File: config.mk
export PLATFORM = sky130hd
export DESIGN_NAME = qlsf_mul
export DESIGN_NICKNAME = d
export VERILOG_FILES = /design/src/design/qlsf_pkg.sv /design/src/design/qlsf_mul.sv
export SDC_FILE = /design/constraint.sdc
export NUM_CORES = 2
export LEC_CHECK = 0
export BUFFER_PORTS_ARGS = -buffer_cell sky130_fd_sc_hd__buf_2
export CAP_MARGIN = 5
export CORE_AREA = 2 2 294 442
export DETAILED_ROUTE_END_ITERATION = 7
export DIE_AREA = 0 0 296 444
export GPL_TIMING_DRIVEN = 0
export PLACE_DENSITY = 0.74
export SLEW_MARGIN = 30
export SYNTH_ARGS = -nofsm -noshare
export SYNTH_HDL_FRONTEND = slang
export SYNTH_SLANG_ARGS = --single-unit
File: constraint.sdc
create_clock -name clock -period 12.2 [get_ports clock]
set_clock_uncertainty 0.05 [all_clocks]
set_input_delay 0.61 -clock clock [delete_from_list [all_inputs] [get_ports clock]]
set_output_delay 0.61 -clock clock [all_outputs]
set_load 0.05 [all_outputs]
File: src/design/qlsf_pkg.sv
// Package for the quadratic least-squares fit core: widths, codes, sequencer states
// and the saturating fixed-point helpers shared by the datapath and the arithmetic units.
// No dependencies.
package qlsf_pkg;

   localparam int MAX_POINTS = 32;
   localparam int FRAC_BITS  = 24;
   localparam int COUNT_W    = 9;
   localparam int MIN_W      = 6;
   localparam int IN_W       = 32;
   localparam int WORD_W     = 64;
   localparam int COEF_W     = 48;

   localparam logic [MIN_W-1:0]  MIN_RESET = 6'd5;
   localparam logic [WORD_W-1:0] SIGN_BIT  = 64'h8000_0000_0000_0000;
   localparam logic [WORD_W-1:0] WORD_MAX  = 64'h7FFF_FFFF_FFFF_FFFF;
   localparam logic signed [WORD_W-1:0] COEF_MAX = 64'sh0000_7FFF_FFFF_FFFF;
   localparam logic signed [WORD_W-1:0] COEF_MIN = 64'shFFFF_8000_0000_0000;

   typedef struct packed {
      logic signed [WORD_W-1:0] value;
      logic                     sat;
   } arith_type;

   typedef struct packed {
      logic                     start;
      logic signed [WORD_W-1:0] a;
      logic signed [WORD_W-1:0] b;
   } unit_req_type;

   typedef struct packed {
      logic                     done;
      logic signed [WORD_W-1:0] value;
      logic                     sat;
   } unit_rsp_type;

   typedef enum logic [1:0] {
      STATUS_OK    = 2'd0,
      STATUS_FEW   = 2'd1,
      STATUS_PIVOT = 2'd2,
      STATUS_SAT   = 2'd3
   } fit_status_type;

   typedef enum logic [4:0] {
      ST_IDLE,
      ST_ACC_ADD,
      ST_ACC_MUL,
      ST_ACC_WAIT,
      ST_FIT_CHECK,
      ST_LOAD,
      ST_PIV_RD,
      ST_PIV_CMP,
      ST_ZCHK_RD,
      ST_ZCHK,
      ST_ELIM_RD,
      ST_ELIM_DIV,
      ST_ELIM_DIV_WAIT,
      ST_ELIM_MRD,
      ST_ELIM_MUL,
      ST_ELIM_MUL_WAIT,
      ST_BACK_RD,
      ST_BACK_ACC,
      ST_BACK_MRD,
      ST_BACK_MUL,
      ST_BACK_MUL_WAIT,
      ST_BACK_DRD,
      ST_BACK_DCHK,
      ST_BACK_DIV_WAIT,
      ST_FINISH,
      ST_OUT
   } state_type;

   function automatic logic [WORD_W-1:0] magnitude(input logic [WORD_W-1:0] v);
      logic [WORD_W-1:0] m;
      m = v[WORD_W-1] ? (~v + 64'd1) : v;
      return m;
   endfunction

   function automatic arith_type sign_apply(input logic neg, input logic [WORD_W-1:0] m,
                                            input logic over);
      arith_type r;
      if (neg) begin
         if (over || (m > SIGN_BIT)) begin
            r.value = SIGN_BIT;
            r.sat   = 1'b1;
         end else begin
            r.value = ~m + 64'd1;
            r.sat   = 1'b0;
         end
      end else if (over || m[WORD_W-1]) begin
         r.value = WORD_MAX;
         r.sat   = 1'b1;
      end else begin
         r.value = m;
         r.sat   = 1'b0;
      end
      return r;
   endfunction

   function automatic arith_type sat_add(input logic [WORD_W-1:0] a,
                                         input logic [WORD_W-1:0] b);
      arith_type         r;
      logic [WORD_W-1:0] s;
      s = a + b;
      if ((a[WORD_W-1] == b[WORD_W-1]) && (s[WORD_W-1] != a[WORD_W-1])) begin
         r.value = a[WORD_W-1] ? SIGN_BIT : WORD_MAX;
         r.sat   = 1'b1;
      end else begin
         r.value = s;
         r.sat   = 1'b0;
      end
      return r;
   endfunction

   function automatic arith_type sat_sub(input logic [WORD_W-1:0] a,
                                         input logic [WORD_W-1:0] b);
      arith_type         r;
      logic [WORD_W-1:0] s;
      s = a - b;
      if ((a[WORD_W-1] != b[WORD_W-1]) && (s[WORD_W-1] != a[WORD_W-1])) begin
         r.value = a[WORD_W-1] ? SIGN_BIT : WORD_MAX;
         r.sat   = 1'b1;
      end else begin
         r.value = s;
         r.sat   = 1'b0;
      end
      return r;
   endfunction

endpackage

File: src/design/qlsf_mul.sv
// Shared fixed-point multiplier: four 32x32 partial products accumulated in turn, then
// the fraction shift and saturation. Depends on qlsf_pkg.
module qlsf_mul import qlsf_pkg::*; (
   input  logic         clock,
   input  logic         reset,
   input  unit_req_type req,
   output unit_rsp_type rsp
);

   logic [WORD_W-1:0]   a_ff, a_in, b_ff, b_in;
   logic                neg_ff, neg_in;
   logic [2*WORD_W-1:0] prod_ff, prod_in;
   logic [2:0]          step_ff, step_in;
   logic                busy_ff, busy_in;
   logic                done_ff, done_in;
   logic [WORD_W-1:0]   value_ff, value_in;
   logic                sat_ff, sat_in;

   logic [31:0]         a_part, b_part;
   logic [63:0]         pp;
   logic [2*WORD_W-1:0] pp_wide;
   arith_type           fin;

   always_comb begin
      a_part = step_ff[1] ? a_ff[63:32] : a_ff[31:0];
      b_part = step_ff[0] ? b_ff[63:32] : b_ff[31:0];
      pp     = a_part * b_part;
      case (step_ff[1:0])
         2'd0:    pp_wide = {64'd0, pp};
         2'd3:    pp_wide = {pp, 64'd0};
         default: pp_wide = {32'd0, pp, 32'd0};
      endcase
      fin = sign_apply(neg_ff, prod_ff[FRAC_BITS +: WORD_W],
                       |prod_ff[2*WORD_W-1:FRAC_BITS+WORD_W]);
   end

   always_comb begin
      a_in     = a_ff;
      b_in     = b_ff;
      neg_in   = neg_ff;
      prod_in  = prod_ff;
      step_in  = step_ff;
      busy_in  = busy_ff;
      done_in  = 1'b0;
      value_in = value_ff;
      sat_in   = sat_ff;
      if (req.start) begin
         a_in    = magnitude(req.a);
         b_in    = magnitude(req.b);
         neg_in  = req.a[WORD_W-1] ^ req.b[WORD_W-1];
         prod_in = '0;
         step_in = 3'd0;
         busy_in = 1'b1;
      end else if (busy_ff) begin
         if (step_ff[2]) begin
            value_in = fin.value;
            sat_in   = fin.sat;
            done_in  = 1'b1;
            busy_in  = 1'b0;
         end else begin
            prod_in = prod_ff + pp_wide;
            step_in = step_ff + 3'd1;
         end
      end
   end

   always_ff @(posedge clock) begin
      if (reset) begin
         busy_ff <= 1'b0;
         done_ff <= 1'b0;
         step_ff <= 3'd0;
      end else begin
         busy_ff <= busy_in;
         done_ff <= done_in;
         step_ff <= step_in;
      end
      a_ff     <= a_in;
      b_ff     <= b_in;
      neg_ff   <= neg_in;
      prod_ff  <= prod_in;
      value_ff <= value_in;
      sat_ff   <= sat_in;
   end

   assign rsp.done  = done_ff;
   assign rsp.value = value_ff;
   assign rsp.sat   = sat_ff;

endmodule

==> metrics.txt <==
DRC errors left=0; critical path capture point type=flop; global-route wire length before repair=~350 mm; CP max stage cell=fa_1; DR WL met3=17.4 mm; H-tree levels=2; Die H=444 um; Starting DRT DRC Count=3,959; via count=51.7k; Layout Nets=8,428; Final Cycle Share=between 90 and 100%; placed wire-length estimate=slightly above 200 mm; status=complete, no violations; Synth top area share=31.4%; Synth warnings=0; initial core utilization=between 40 and 50%; largest net degree at the start of global routing=99; dominant cell type by area after synthesis=fa_1; Period minus WS final=12.12 ns; initial antenna violation count=11; WS Path Type=reg -> reg; cell area after synthesis=57,100 um^2; Syn-to-layout area delta=15.1%; final slew viol count=0; Final setup viols=0; CTS Buf Count=39; GRT overflow=0; die area=around 130,000 um^2; # IOs=197; Syn Area/Cell=roughly 8.6 um^2; worst skew pair latency=around 0.63 ns; M1 wire length=75.3 mm; setup TNS=0 ns; sequential fraction of the synthesis area=14.9%; clock tree sinks=327; Final Hold Vio Count=0; CP most frequent cell=fa_1; count of unique library cells instantiated by Yosys=a little under 80; clk buf depth=3; Seq cells post-synth=327; headroom to the max-slew limit=9.19%; max-cap violation count=0; Via density=a little under 6; CTS tree=yes; DIE WIDTH=approximately 300 um; First-pass DRT Iterations=6; max layer used=met5; family with the most delay on the worst path=adder cells; WL met2=117 mm; Routed Antenna Nets=0; Post-synth ARST share=0%; vias in the first global route=around 54k; Layout Utilization=51.5%; Synth Instances=about 6.7k; RePlAce Congestion=1.09; GR Util All Layers=37.4%; number of flops mapped to enable cells by yosys=194; routed wire length=between 200 and 250 mm; syn nets=8,092; row cnt=161; routed len/inst=28.0 um; Arr. time, crit path=around 13 ns; synth top area cells=fa_1 (31%), edfxtp_1 (10%), ha_1 (8.8%), inv_1 (6.1%), nand2_1 (6.0%); RSZ-0062 raised after global routing=true; clk slew on worst S/H paths=0.07 ns; input/output buffers=194; Hold Path Class=in -> reg; dominant synthesized flop cell=edfxtp_1; Setup crit start kind=flop; Worst Path Buf+Inv=6; Critical Path RT=~13 ns; CTS root buf=clkbuf_16; core area=128,000 um^2; Max Fclk=roughly 82 MHz; Slew @ Worst Pin=1.35 ns; slowest stage delay, CP=0.59 ns; layout cell share with drive strength beyond 1=12.4%; Crit Path Max Fanout=10
[metrics by stage]
| stage | instance area, um^2 | hold WS (ns) | setup WS, ns | cells |
|---|---|---|---|---|
| floorplan | 57100 | 0.382 | 0.696 | 6662 |
| global placement | 60200 | 0.393 | -5.04 | 8567 |
| detailed placement | 60700 | 0.400 | -4.99 | 8575 |
| CTS | 64800 | 0.130 | 0.00114 | 8721 |
| global route | 65700 | 0.158 | -0.0806 | 8741 |
| finish | 65800 | 0.141 | 0.0765 | 8744 |
[worst paths after layout]
check,from,end,slack (ns),depth (start not counted)
worst max register to register,step_ff[1],prod_ff[122],0.08,40
worst min-delay path,req[0],b_ff[0],0.14,1
worst max-delay path,step_ff[1],prod_ff[122],0.08,40
worst min register to register,prod_ff[15],prod_ff[15],0.41,2
[worst register-to-register path: cells and delay by family (launching register included)]
kind            cells  cell delay [ns]
xor+xnor            1             0.42
compound gates     14             3.40
mux                 2             0.60
buf+inv             6             0.99
fa+ha+maj          10             4.72
flops               1             0.49
simple gates        7             1.35
[kinds of logic (layout without fill, tap and decap cells)]
family,count (synthesis),after routing,synth area share (%)
AO/OA/AOI/OAI,1172,1172,13.2
XOR/XNOR,301,301,4.61
adder cells (fa/ha/maj),1299,1299,40.2
buffers and inverters,1261,1628,8.30
flip-flops,327,327,14.9
multiplexers,125,125,2.33
other,0,4,0
AND/OR/NAND/NOR,2177,2177,16.5
[timing repair]
| action | CTS | global route |
|---|---|---|
| buffers inserted | 83 | 28 |
| hold buffers | 0 | 0 |
| setup endpoints to repair | 105 | 78 |
| gates cloned | 1 | 1 |
| pin swaps | 19 | 40 |
| gates resized for setup | 530 | 181 |
[synthesized netlist by cell type (all sizes together) (23+ instances only)]
cell type	number
xor2	78
nor4	31
or3	43
edfxtp	194
a31oi	23
o21ai	260
nand4	69
a22o	52
nand3	44
nor3	82
nor2	757
mux2	62
o21bai	60
xnor2	223
inv	934
clkbuf	299
nand2	918
a21o	116
or2	25
o31ai	57
mux2i	63
buf	28
or4	31
ha	402
nor2b	27
and2	74
dfxtp	133
o311ai	43
nand2b	27
fa	897
a21oi	364
o41ai	34
[placed cells by master (no fill, tap or decap), types with 194 or more instances in the layout]
cell	instances
buf_2	199
fa_1	889
o21ai_0	232
a21oi_1	345
ha_1	381
xnor2_1	204
nand2_1	915
nor2_1	750
edfxtp_1	194
inv_1	932
[cell type report]
| type | count | area [um^2] |
|---|---|---|
| Fill cell | 12000 | 62000 |
| Timing Repair Buffer | 315 | 2150 |
| Tap cell | 1711 | 2140 |
| Clock buffer | 45 | 1060 |
| Clock inverter | 27 | 267 |
| Multi-Input combinational cell | 5074 | 45900 |
| Antenna cell | 4 | 10.0 |
| Inverter | 934 | 3510 |
| Buffer | 307 | 2200 |
| Sequential cell | 327 | 8500 |
[state kept, by name, summed over array words and instances (netlist names)]
signal,flops
a_ff,64
b_ff,64
busy_ff,1
done_ff,1
neg_ff,1
prod_ff,128
sat_ff,1
step_ff,3
value_ff,64
[layer usage]
layer | GRT usage [%] | up-vias
li1 | - | 22500
met1 | 35.2 | 25300
met2 | 63.6 | 2725
met3 | 7.88 | 1178
met4 | 41.4 | 8
met5 | 0 | -
Power is not shown: default switching activity piles up to over one toggle a cycle in this logic, so the estimate is an artifact.
