### config.mk
export PLATFORM = sky130hd
export DESIGN_NAME = qlsf_div
export DESIGN_NICKNAME = d
export VERILOG_FILES = /design/src/design/qlsf_pkg.sv /design/src/design/qlsf_div.sv
export SDC_FILE = /design/constraint.sdc
export NUM_CORES = 1
export LEC_CHECK = 0
export ABC_CLOCK_PERIOD_IN_PS = 7400
export BUFFER_PORTS_ARGS = -buffer_cell sky130_fd_sc_hd__buf_2
export CORE_MARGIN = 2
export CORE_UTILIZATION = 61
export DETAILED_ROUTE_END_ITERATION = 12
export PLACE_DENSITY_LB_ADDON = 0.2
export SYNTH_ARGS = -nofsm -noshare
export SYNTH_HDL_FRONTEND = slang
export SYNTH_SLANG_ARGS = --single-unit
### constraint.sdc
create_clock -name clock -period 7.4 [get_ports clock]
set_input_delay 1.48 -clock clock [delete_from_list [all_inputs] [get_ports clock]]
set_output_delay 1.48 -clock clock [all_outputs]
set_load 0.005 [all_outputs]
### src/design/qlsf_pkg.sv
// Package for the quadratic least-squares fit core: widths, codes, sequencer states
// and the saturating fixed-point helpers shared by the datapath and the arithmetic units.
// No dependencies.
package qlsf_pkg;

   localparam int MAX_POINTS = 32;
   localparam int FRAC_BITS  = 24;
   localparam int COUNT_W    = 9;
   localparam int MIN_W      = 6;
   localparam int IN_W       = 32;
   localparam int WORD_W     = 64;
   localparam int COEF_W     = 48;

   localparam logic [MIN_W-1:0]  MIN_RESET = 6'd5;
   localparam logic [WORD_W-1:0] SIGN_BIT  = 64'h8000_0000_0000_0000;
   localparam logic [WORD_W-1:0] WORD_MAX  = 64'h7FFF_FFFF_FFFF_FFFF;
   localparam logic signed [WORD_W-1:0] COEF_MAX = 64'sh0000_7FFF_FFFF_FFFF;
   localparam logic signed [WORD_W-1:0] COEF_MIN = 64'shFFFF_8000_0000_0000;

   typedef struct packed {
      logic signed [WORD_W-1:0] value;
      logic                     sat;
   } arith_type;

   typedef struct packed {
      logic                     start;
      logic signed [WORD_W-1:0] a;
      logic signed [WORD_W-1:0] b;
   } unit_req_type;

   typedef struct packed {
      logic                     done;
      logic signed [WORD_W-1:0] value;
      logic                     sat;
   } unit_rsp_type;

   typedef enum logic [1:0] {
      STATUS_OK    = 2'd0,
      STATUS_FEW   = 2'd1,
      STATUS_PIVOT = 2'd2,
      STATUS_SAT   = 2'd3
   } fit_status_type;

   typedef enum logic [4:0] {
      ST_IDLE,
      ST_ACC_ADD,
      ST_ACC_MUL,
      ST_ACC_WAIT,
      ST_FIT_CHECK,
      ST_LOAD,
      ST_PIV_RD,
      ST_PIV_CMP,
      ST_ZCHK_RD,
      ST_ZCHK,
      ST_ELIM_RD,
      ST_ELIM_DIV,
      ST_ELIM_DIV_WAIT,
      ST_ELIM_MRD,
      ST_ELIM_MUL,
      ST_ELIM_MUL_WAIT,
      ST_BACK_RD,
      ST_BACK_ACC,
      ST_BACK_MRD,
      ST_BACK_MUL,
      ST_BACK_MUL_WAIT,
      ST_BACK_DRD,
      ST_BACK_DCHK,
      ST_BACK_DIV_WAIT,
      ST_FINISH,
      ST_OUT
   } state_type;

   function automatic logic [WORD_W-1:0] magnitude(input logic [WORD_W-1:0] v);
      logic [WORD_W-1:0] m;
      m = v[WORD_W-1] ? (~v + 64'd1) : v;
      return m;
   endfunction

   function automatic arith_type sign_apply(input logic neg, input logic [WORD_W-1:0] m,
                                            input logic over);
      arith_type r;
      if (neg) begin
         if (over || (m > SIGN_BIT)) begin
            r.value = SIGN_BIT;
            r.sat   = 1'b1;
         end else begin
            r.value = ~m + 64'd1;
            r.sat   = 1'b0;
         end
      end else if (over || m[WORD_W-1]) begin
         r.value = WORD_MAX;
         r.sat   = 1'b1;
      end else begin
         r.value = m;
         r.sat   = 1'b0;
      end
      return r;
   endfunction

   function automatic arith_type sat_add(input logic [WORD_W-1:0] a,
                                         input logic [WORD_W-1:0] b);
      arith_type         r;
      logic [WORD_W-1:0] s;
      s = a + b;
      if ((a[WORD_W-1] == b[WORD_W-1]) && (s[WORD_W-1] != a[WORD_W-1])) begin
         r.value = a[WORD_W-1] ? SIGN_BIT : WORD_MAX;
         r.sat   = 1'b1;
      end else begin
         r.value = s;
         r.sat   = 1'b0;
      end
      return r;
   endfunction

   function automatic arith_type sat_sub(input logic [WORD_W-1:0] a,
                                         input logic [WORD_W-1:0] b);
      arith_type         r;
      logic [WORD_W-1:0] s;
      s = a - b;
      if ((a[WORD_W-1] != b[WORD_W-1]) && (s[WORD_W-1] != a[WORD_W-1])) begin
         r.value = a[WORD_W-1] ? SIGN_BIT : WORD_MAX;
         r.sat   = 1'b1;
      end else begin
         r.value = s;
         r.sat   = 1'b0;
      end
      return r;
   endfunction

endpackage

### src/design/qlsf_div.sv
// Shared fixed-point divider: restoring long division of (|num| << FRAC_BITS) by |den|,
// one quotient bit per cycle, then sign and saturation. Depends on qlsf_pkg.
module qlsf_div import qlsf_pkg::*; (
   input  logic         clock,
   input  logic         reset,
   input  unit_req_type req,
   output unit_rsp_type rsp
);

   logic [WORD_W-1:0]   dm_ff, dm_in;
   logic [2*WORD_W-1:0] dvd_ff, dvd_in;
   logic [WORD_W-1:0]   rem_ff, rem_in;
   logic [WORD_W-1:0]   q_ff, q_in;
   logic                over_ff, over_in;
   logic                neg_ff, neg_in;
   logic [6:0]          cnt_ff, cnt_in;
   logic                busy_ff, busy_in;
   logic                fin_ff, fin_in;
   logic                done_ff, done_in;
   logic [WORD_W-1:0]   value_ff, value_in;
   logic                sat_ff, sat_in;

   logic [WORD_W:0]     rem_ext, diff;
   logic                ge;
   arith_type           res;

   always_comb begin
      rem_ext = {rem_ff, dvd_ff[2*WORD_W-1]};
      ge      = rem_ext >= {1'b0, dm_ff};
      diff    = rem_ext - {1'b0, dm_ff};
      res     = sign_apply(neg_ff, q_ff, over_ff);
   end

   always_comb begin
      dm_in    = dm_ff;
      dvd_in   = dvd_ff;
      rem_in   = rem_ff;
      q_in     = q_ff;
      over_in  = over_ff;
      neg_in   = neg_ff;
      cnt_in   = cnt_ff;
      busy_in  = busy_ff;
      fin_in   = fin_ff;
      done_in  = 1'b0;
      value_in = value_ff;
      sat_in   = sat_ff;
      if (req.start) begin
         dm_in   = magnitude(req.b);
         dvd_in  = {64'd0, magnitude(req.a)} << FRAC_BITS;
         rem_in  = '0;
         q_in    = '0;
         over_in = 1'b0;
         neg_in  = req.a[WORD_W-1] ^ req.b[WORD_W-1];
         cnt_in  = 7'd127;
         busy_in = 1'b1;
         fin_in  = 1'b0;
      end else if (busy_ff) begin
         if (fin_ff) begin
            value_in = res.value;
            sat_in   = res.sat;
            done_in  = 1'b1;
            busy_in  = 1'b0;
            fin_in   = 1'b0;
         end else begin
            rem_in = ge ? diff[WORD_W-1:0] : rem_ext[WORD_W-1:0];
            dvd_in = dvd_ff << 1;
            if (cnt_ff[6]) begin
               over_in = over_ff | ge;
            end else begin
               q_in = {q_ff[WORD_W-2:0], ge};
            end
            cnt_in = cnt_ff - 7'd1;
            fin_in = (cnt_ff == 7'd0);
         end
      end
   end

   always_ff @(posedge clock) begin
      if (reset) begin
         busy_ff <= 1'b0;
         fin_ff  <= 1'b0;
         done_ff <= 1'b0;
      end else begin
         busy_ff <= busy_in;
         fin_ff  <= fin_in;
         done_ff <= done_in;
      end
      dm_ff    <= dm_in;
      dvd_ff   <= dvd_in;
      rem_ff   <= rem_in;
      q_ff     <= q_in;
      over_ff  <= over_in;
      neg_ff   <= neg_in;
      cnt_ff   <= cnt_in;
      value_ff <= value_in;
      sat_ff   <= sat_in;
   end

   assign rsp.done  = done_ff;
   assign rsp.value = value_ff;
   assign rsp.sat   = sat_ff;

endmodule

==> qor.json, run 1 <==
{
  "synth-main-ff-cell": {"value": "sky130_fd_sc_hd__edfxtp_1"},
  "r2r_setup_slack": {"value": 2.85, "unit": "ns"},
  "first_global_vias": {"value": 18360},
  "synthDominantCellAreaShare": {"value": 26.32, "unit": "%"},
  "rsz0062_at_grt": {"value": "no"},
  "power.leakage": {"value": 9.494, "unit": "nW"},
  "grt_pass1_wl": {"value": 90470, "unit": "µm"},
  "synthArstFlopShare": {"value": 0, "unit": "%"},
  "globalRouteOverflowTotal": {"value": 0},
  "port_buffers": {"value": 196},
  "final_util": {"value": 68.84, "unit": "%"},
  "cp_slowest_stage_delay": {"value": 0.74, "unit": "ns"},
  "max_slew.worst_pin.slew": {"value": 1.240, "unit": "ns"},
  "finalWorstSetupSlack": {"value": 2.849, "unit": "ns"},
  "die_x": {"value": 194.5, "unit": "µm"},
  "cts_buffers": {"value": 41},
  "clk-insertion-delay-late": {"value": 0.58, "unit": "ns"},
  "dr.first_iter.drc_count": {"value": 2000},
  "core_area": {"value": 35660, "unit": "µm²"},
  "cts_setup_buffers": {"value": 0},
  "avgSynthCellArea": {"value": 8.556, "unit": "µm²"},
  "vias": {"value": 19550},
  "setup-violations-final": {"value": 0},
  "yosysTopAreaCell": {"value": "sky130_fd_sc_hd__edfxtp_1"},
  "worst-path-max-fanout": {"value": 40},
  "vdd_ir_drop_max": {"value": 0.0002211, "unit": "V"},
  "timing.max_slew.rel_slack": {"value": 17.36, "unit": "%"},
  "die_height": {"value": 194.5, "unit": "µm"},
  "detail-route-antenna-nets": {"value": 0},
  "highest_achievable_clock_rate": {"value": 219.7, "unit": "MHz"},
  "die_ar": {"value": 37830, "unit": "µm²"},
  "finish.cell_count_without_fillers": {"value": 3176},
  "wl": {"value": 55360, "unit": "µm"},
  "ctsLongestPathBuffers": {"value": 3},
  "total_chip_power": {"value": 0.005454, "unit": "W"},
  "timing.setup.tns": {"value": 0, "unit": "ns"},
  "hold_violations": {"value": 0},
  "crit_path_start_kind": {"value": "register"},
  "syn_area": {"value": 22130, "unit": "µm²"},
  "synth.yosys.seq_area_share": {"value": 42.51, "unit": "%"},
  "worst-endpoint-required": {"value": 7.76, "unit": "ns"},
  "via_per_inst": {"value": 6.156},
  "worstPathCellList": {"value": "or2_1 -> or4_1 -> or4_1 -> or4_1 -> nor3_2 -> nand2_2 -> a21oi_4 -> nand2_4 -> o311ai_1"},
  "worst_hold_path.num_cells": {"value": 2},
  "clkTransAtPathRegs": {"value": 0.06, "unit": "ns"},
  "timing.critical_path.max_delay_family": {"value": "simple AND/OR/NAND/NOR gates"},
  "critical_path.reg2reg.endpoint": {"value": "value_ff[58]"},
  "crit-reg2reg-launch": {"value": "q_ff[33]"},
  "synth_cells": {"value": 2587},
  "wl_per_cell": {"value": 17.43, "unit": "µm"},
  "final_clock_period_utilization_by_the_worst_path": {"value": 61.50, "unit": "%"},
  "antenna_violations_before_repair": {"value": 8},
  "std_cell_rows": {"value": 69},
  "drv_cap": {"value": 0},
  "globalRouteTotalUtil": {"value": 28.71, "unit": "%"},
  "tritoncts": {"value": "done"},
  "placement.setup.worst_slack": {"value": 2.470, "unit": "ns"},
  "final_hpwl_dp": {"value": 37480, "unit": "µm"},
  "place_inst": {"value": 3098},
  "ctsHtreeMaxLevel": {"value": 2},
  "count_of_flip_flops_with_a_built_in_enable_after_synthesis": {"value": 194},
  "timing.critical_path.to_type": {"value": "register"},
  "timing.critical_path.slowest_stage_cell": {"value": "sky130_fd_sc_hd__a21oi_4"},
  "pwr_density_cell": {"value": 222.2, "unit": "nW/µm²"},
  "critical_path_buf_inv_count": {"value": 0},
  "cts_hold_buf": {"value": 0},
  "finClkSkew": {"value": 0.02097, "unit": "ns"},
  "synth.net_count": {"value": 2788},
  "postSynthRegisterBits": {"value": 373},
  "result_of_the_run": {"value": "finished clean"},
  "routabilityCongestion": {"value": 0.9718},
  "layout_commonest_cell": {"value": "sky130_fd_sc_hd__nand2_1"},
  "clk_root_buffer_cell": {"value": "sky130_fd_sc_hd__clkbuf_16"},
  "post_cts.resized_instances": {"value": 0},
  "period_needed": {"value": 4.551, "unit": "ns"},
  "worstRegToRegCells": {"value": 9},
  "drc": {"value": 0},
  "yosysUniqueCellTypes": {"value": 75},
  "finalNetCount": {"value": 2881},
  "area_delta_synth_final": {"value": 10.89, "unit": "%"},
  "post_route_cells_drive_above_1_share": {"value": 11.57, "unit": "%"},
  "arrival": {"value": 4.91, "unit": "ns"},
  "timing.setup.critical_path_class": {"value": "reg2reg"},
  "grt_start_max_net_pins": {"value": 106},
  "pin_count": {"value": 197},
  "final_max_slew_viol_count": {"value": 0},
  "ys_top_cells_by_area": {"value": "sky130_fd_sc_hd__edfxtp_1, sky130_fd_sc_hd__dfxtp_1, sky130_fd_sc_hd__a21oi_1, sky130_fd_sc_hd__nand2_1, sky130_fd_sc_hd__nor2_1"},
  "initial_core_util": {"value": 62.08, "unit": "%"},
  "layout_common_cells": {"value": "sky130_fd_sc_hd__nand2_1, sky130_fd_sc_hd__a21oi_1, sky130_fd_sc_hd__nor2_1"},
  "clock_sinks": {"value": 373},
  "min_delay_worst_endpoint": {"value": "dvd_ff[126]"},
  "path_common_cell": {"value": "sky130_fd_sc_hd__or4_1"},
  "synth-warning-count": {"value": 0},
  "hp-class": {"value": "reg2reg"},
  "drt_pre_antenna_iters": {"value": 5},
  "worst_hold_startpoint": {"value": "dvd_ff[125]"}
}
-- per-stage QoR --
stage                     hold slack [ns]  area [µm²]
after detailed placement           0.4431       23210
after global placement             0.4363       23210
after CTS                          0.4387       24540
after floorplan                    0.4321       22140
after global routing               0.4530       24540
final                              0.4355       24540
-- how the worst max path moves through the flow --
| stage | from | cells past startpoint | slack, ns | end |
|---|---|---|---|---|
| 6_report | q_ff[33] | 9 | 2.85 | value_ff[58] |
| 2_1_floorplan | req[128] | 4 | 2.10 | sat_ff |
| 5_1_grt | q_ff[33] | 9 | 2.67 | value_ff[44] |
| 3_3_place_gp | req[72] | 11 | 2.56 | dvd_ff[86] |
| 3_5_place_dp | req[72] | 11 | 2.47 | dvd_ff[85] |
| 4_1_cts | q_ff[33] | 9 | 2.95 | value_ff[12] |
-- where the power goes --
| group | switching [W] | total, W | internal (W) |
|---|---|---|---|
| combinational | 0.000677 | 0.00107 | 0.000391 |
| clock | 0.000864 | 0.00203 | 0.00117 |
| sequential | 0.0000507 | 0.00236 | 0.00231 |
-- state kept, by name (all words and copies together), names as in the netlist --
signal / cells
dvd_ff: 104
dm_ff: 64
q_ff: 64
rem_ff: 64
value_ff: 64
cnt_ff: 7
busy_ff: 1
done_ff: 1
fin_ff: 1
neg_ff: 1
over_ff: 1
sat_ff: 1
-- kinds of logic (layout without fill, tap and decap cells) --
family	count (synthesis)	after routing	share of synthesized area (%)
fa+ha+maj	70	70	3.991
mux	22	22	1.012
other cells	0	2	0
flops	373	373	42.51
simple gates	928	928	19.35
compound gates	744	744	21.21
buf+inv	270	396	4.805
xor+xnor	180	180	7.122
-- worst reg2reg max path, stage by stage (launching register included) --
cell                       delay (ns)
sky130_fd_sc_hd__dfxtp_1         0.37
sky130_fd_sc_hd__or2_1           0.27
sky130_fd_sc_hd__or4_1           0.45
sky130_fd_sc_hd__or4_1           0.59
sky130_fd_sc_hd__or4_1           0.60
sky130_fd_sc_hd__nor3_2          0.23
sky130_fd_sc_hd__nand2_2         0.11
sky130_fd_sc_hd__a21oi_4         0.74
sky130_fd_sc_hd__nand2_4         0.49
sky130_fd_sc_hd__o311ai_1        0.48
-- Yosys cell counts, types with 20 or more instances --
| cell | instances |
|---|---|
| sky130_fd_sc_hd__nand3_1 | 30 |
| sky130_fd_sc_hd__nand2b_1 | 30 |
| sky130_fd_sc_hd__clkbuf_1 | 132 |
| sky130_fd_sc_hd__a21o_1 | 34 |
| sky130_fd_sc_hd__buf_1 | 20 |
| sky130_fd_sc_hd__nor3_1 | 82 |
| sky130_fd_sc_hd__o311ai_1 | 36 |
| sky130_fd_sc_hd__nor2_1 | 240 |
| sky130_fd_sc_hd__or3_1 | 48 |
| sky130_fd_sc_hd__nand4_1 | 35 |
| sky130_fd_sc_hd__inv_1 | 105 |
| sky130_fd_sc_hd__nor4_1 | 21 |
| sky130_fd_sc_hd__ha_1 | 69 |
| sky130_fd_sc_hd__nand2_1 | 358 |
| sky130_fd_sc_hd__xnor2_1 | 102 |
| sky130_fd_sc_hd__o21ai_0 | 129 |
| sky130_fd_sc_hd__edfxtp_1 | 194 |
| sky130_fd_sc_hd__o31ai_1 | 53 |
| sky130_fd_sc_hd__a21oi_1 | 284 |
| sky130_fd_sc_hd__xor2_1 | 78 |
| sky130_fd_sc_hd__a211oi_1 | 55 |
| sky130_fd_sc_hd__dfxtp_1 | 179 |
-- layer usage --
layer	part of all wire (%)	global-route usage, %	wire (µm)	vias up
met4	3.1	11.60	1725	12
met5	0.14	0	76	-
met2	45	45.94	25170	729
met3	7.1	4.494	3911	122
li1	-	-	-	9522
met1	44	39.10	24470	9165
-- layout make-up --
| type | count | area (µm²) |
|---|---|---|
| multi-input combinational | 1944 | 11700 |
| fill | 2899 | 11110 |
| sequential | 373 | 9409 |
| clock buffer | 51 | 1136 |
| timing repair buffer | 214 | 1126 |
| tap | 461 | 576.8 |
| inverter | 106 | 397.9 |
| clock inverter | 25 | 192.7 |
| antenna | 2 | 5.005 |
Power figures use the tool's default switching activity.
==> run 2: changes to the inputs <==
--- a/config.mk
+++ b/config.mk
@@ -5,7 +5,7 @@
 export SDC_FILE = /design/constraint.sdc
 export NUM_CORES = 1
 export LEC_CHECK = 0
-export ABC_CLOCK_PERIOD_IN_PS = 7400
+export ABC_CLOCK_PERIOD_IN_PS = 4580
 export BUFFER_PORTS_ARGS = -buffer_cell sky130_fd_sc_hd__buf_2
 export CORE_MARGIN = 2
 export CORE_UTILIZATION = 61
==> constraint.sdc (replaced) <==
create_clock -name clock -period 4.58 [get_ports clock]
set_input_delay 0.916 -clock clock [delete_from_list [all_inputs] [get_ports clock]]
set_output_delay 0.916 -clock clock [all_outputs]
set_load 0.005 [all_outputs]
==> run 2 against run 1 <==
Compared with the run above: setup slack worse by 2.2 ns; fmax is 16% higher; final cell count is 0.25% higher; via count is 0.12% lower; highest routed layer unchanged; clock power is 63% higher; routed wire length is 0.23% lower; clock skew is 0.0064 ns higher.
==> qor.json, run 2 (synthesized netlist as in run 1, its figures left out) <==
{
  "clk_root_buffer_cell": {"value": "sky130_fd_sc_hd__clkbuf_16"},
  "netSwitchingFraction": {"value": 28.88, "unit": "%"},
  "ctsLongestPathBuffers": {"value": 3},
  "dr.first_iter.drc_count": {"value": 1593},
  "timing.setup.tns": {"value": 0, "unit": "ns"},
  "crit_path_start_kind": {"value": "register"},
  "die_height": {"value": 194.5, "unit": "µm"},
  "setup-violations-final": {"value": 0},
  "crit-reg2reg-launch": {"value": "q_ff[33]"},
  "timing.critical_path.to_type": {"value": "register"},
  "area_delta_synth_final": {"value": 11.37, "unit": "%"},
  "final_max_slew_viol_count": {"value": 0},
  "worst-path-max-fanout": {"value": 25},
  "max_slew.worst_pin.slew": {"value": 1.198, "unit": "ns"},
  "layout_common_cells": {"value": "sky130_fd_sc_hd__nand2_1, sky130_fd_sc_hd__a21oi_1, sky130_fd_sc_hd__nor2_1"},
  "clock_sinks": {"value": 373},
  "tritoncts": {"value": "done"},
  "wl_per_cell": {"value": 17.35, "unit": "µm"},
  "rsz0062_at_grt": {"value": "no"},
  "hold_violations": {"value": 0},
  "clk-insertion-delay-late": {"value": 0.59, "unit": "ns"},
  "internal_power": {"value": 0.006290, "unit": "W"},
  "grt_pass1_wl": {"value": 90880, "unit": "µm"},
  "pin_count": {"value": 197},
  "routabilityCongestion": {"value": 0.9628},
  "ctsHtreeMaxLevel": {"value": 2},
  "layout_commonest_cell": {"value": "sky130_fd_sc_hd__nand2_1"},
  "globalRouteOverflowTotal": {"value": 0},
  "finClkSkew": {"value": 0.02734, "unit": "ns"},
  "min_delay_worst_endpoint": {"value": "dvd_ff[123]"},
  "cts_hold_buf": {"value": 0},
  "timing.max_slew.rel_slack": {"value": 20.10, "unit": "%"},
  "final_clock_period_utilization_by_the_worst_path": {"value": 85.63, "unit": "%"},
  "place_area": {"value": 23310, "unit": "µm²"},
  "std_cell_rows": {"value": 69},
  "detail-route-antenna-nets": {"value": 0},
  "die_ar": {"value": 37830, "unit": "µm²"},
  "result_of_the_run": {"value": "finished clean"},
  "drc": {"value": 0},
  "largest_register_ff_count": {"value": 104},
  "worst-endpoint-required": {"value": 5.03, "unit": "ns"},
  "antenna_violations_before_repair": {"value": 10},
  "post_cts.resized_instances": {"value": 0},
  "globalRouteTotalUtil": {"value": 28.87, "unit": "%"},
  "finalWorstSetupSlack": {"value": 0.6581, "unit": "ns"},
  "power.share.sequential": {"value": 43.1, "unit": "%"},
  "port_buffers": {"value": 196},
  "wl": {"value": 55230, "unit": "µm"},
  "arrival": {"value": 4.37, "unit": "ns"},
  "register_with_the_highest_flop_count": {"value": "dvd_ff"},
  "highest_achievable_clock_rate": {"value": 255.0, "unit": "MHz"},
  "postLayoutCellArea": {"value": 24650, "unit": "µm²"},
  "timing.setup.critical_path_class": {"value": "reg2reg"},
  "placement.setup.worst_slack": {"value": 0.4022, "unit": "ns"},
  "clkTransAtPathRegs": {"value": 0.06, "unit": "ns"},
  "hp-class": {"value": "reg2reg"},
  "drv_cap": {"value": 0},
  "cts_setup_buffers": {"value": 0},
  "place_inst": {"value": 3104},
  "power.leakage": {"value": 9.542, "unit": "nW"},
  "first_global_vias": {"value": 18440},
  "drt_pre_antenna_iters": {"value": 5},
  "worst_hold_startpoint": {"value": "dvd_ff[122]"},
  "final_hpwl_dp": {"value": 37510, "unit": "µm"},
  "pwr_density_cell": {"value": 358.8, "unit": "nW/µm²"},
  "r2r_setup_slack": {"value": 0.66, "unit": "ns"},
  "critical_path.reg2reg.endpoint": {"value": "value_ff[57]"},
  "cts_buffers": {"value": 40},
  "vdd_ir_drop_max": {"value": 0.0002901, "unit": "V"},
  "period_needed": {"value": 3.922, "unit": "ns"},
  "vias": {"value": 19530},
  "power.combinational.fraction": {"value": 19.6, "unit": "%"},
  "via_per_inst": {"value": 6.133},
  "initial_core_util": {"value": 62.08, "unit": "%"},
  "share_of_power_burned_in_the_clock_network": {"value": 37.3, "unit": "%"},
  "finish.cell_count_without_fillers": {"value": 3184},
  "finalNetCount": {"value": 2886},
  "core_area": {"value": 35660, "unit": "µm²"},
  "post_route_cells_drive_above_1_share": {"value": 11.74, "unit": "%"},
  "net-switching-power": {"value": 0.002554, "unit": "W"},
  "worstRegToRegCells": {"value": 11},
  "die_x": {"value": 194.5, "unit": "µm"},
  "whs": {"value": 0.4415, "unit": "ns"},
  "worst_hold_path.num_cells": {"value": 2},
  "grt_start_max_net_pins": {"value": 105}
}
-- run 2: cell count changes in the layout (fill, tap and decap cells not counted), sizes merged --
cell	before	now
buf	214	220
clkinv	20	16
diode	2	6
clkbuf	51	53
bufinv	2	3
inv	109	108
-- run 2: per-layer routing --
metal | GRT usage, % | vias to the layer above | part of all wire, %
li1 | - | 9556 | -
met1 | 39.73 | 9160 | 45
met2 | 46.67 | 696 | 46
met3 | 5.414 | 104 | 7.0
met4 | 8.177 | 10 | 2.2
met5 | 0 | - | 0.10
-- run 2: through the flow --
stage	utilization (%)	power [W]
final	69.14	0.008844
after global routing	69.13	0.009222
after CTS	69.10	0.008860
after detailed placement	65.36	0.005571
after global placement	65.36	0.005531
after floorplan	-	0.005113
-- run 2: worst max-delay path: stages (launching register included) --
cell                       delay, ns
sky130_fd_sc_hd__dfxtp_1        0.36
sky130_fd_sc_hd__or2_1          0.26
sky130_fd_sc_hd__or4_1          0.45
sky130_fd_sc_hd__or4_1          0.58
sky130_fd_sc_hd__or4_1          0.61
sky130_fd_sc_hd__nor3_2         0.25
sky130_fd_sc_hd__nand2_2        0.11
sky130_fd_sc_hd__a21oi_4        0.20
sky130_fd_sc_hd__buf_4          0.36
sky130_fd_sc_hd__nand2_1        0.17
sky130_fd_sc_hd__o311ai_1       0.26
sky130_fd_sc_hd__o31a_1         0.18
-- run 2: worst max path at each step --
stage,startpoint,to,slack [ns]
4_1_cts,q_ff[33],value_ff[57],0.70
3_3_place_gp,req[72],dvd_ff[81],0.49
6_report,q_ff[33],value_ff[57],0.66
3_5_place_dp,req[86],dvd_ff[83],0.40
5_1_grt,q_ff[33],value_ff[57],0.42
2_1_floorplan,req[72],dvd_ff[86],0.75
-- run 2: power by group through the flow --
stage	Combinational [W]	Sequential [W]	Clock [W]
floorplan	0.00126	0.00385	0
global placement	0.00166	0.00387	0
detailed placement	0.00169	0.00388	0
CTS	0.00171	0.00381	0.00334
global route	0.00192	0.00383	0.00347
finish	0.00174	0.00381	0.00330
-- run 2: area by class of cell --
type	instances	area (µm²)
antenna	6	15.01
clock buffer	53	1125
clock inverter	21	205.2
fill	2915	11000
inverter	106	397.9
multi-input combinational	1944	11700
sequential	373	9409
tap	461	576.8
timing repair buffer	220	1221
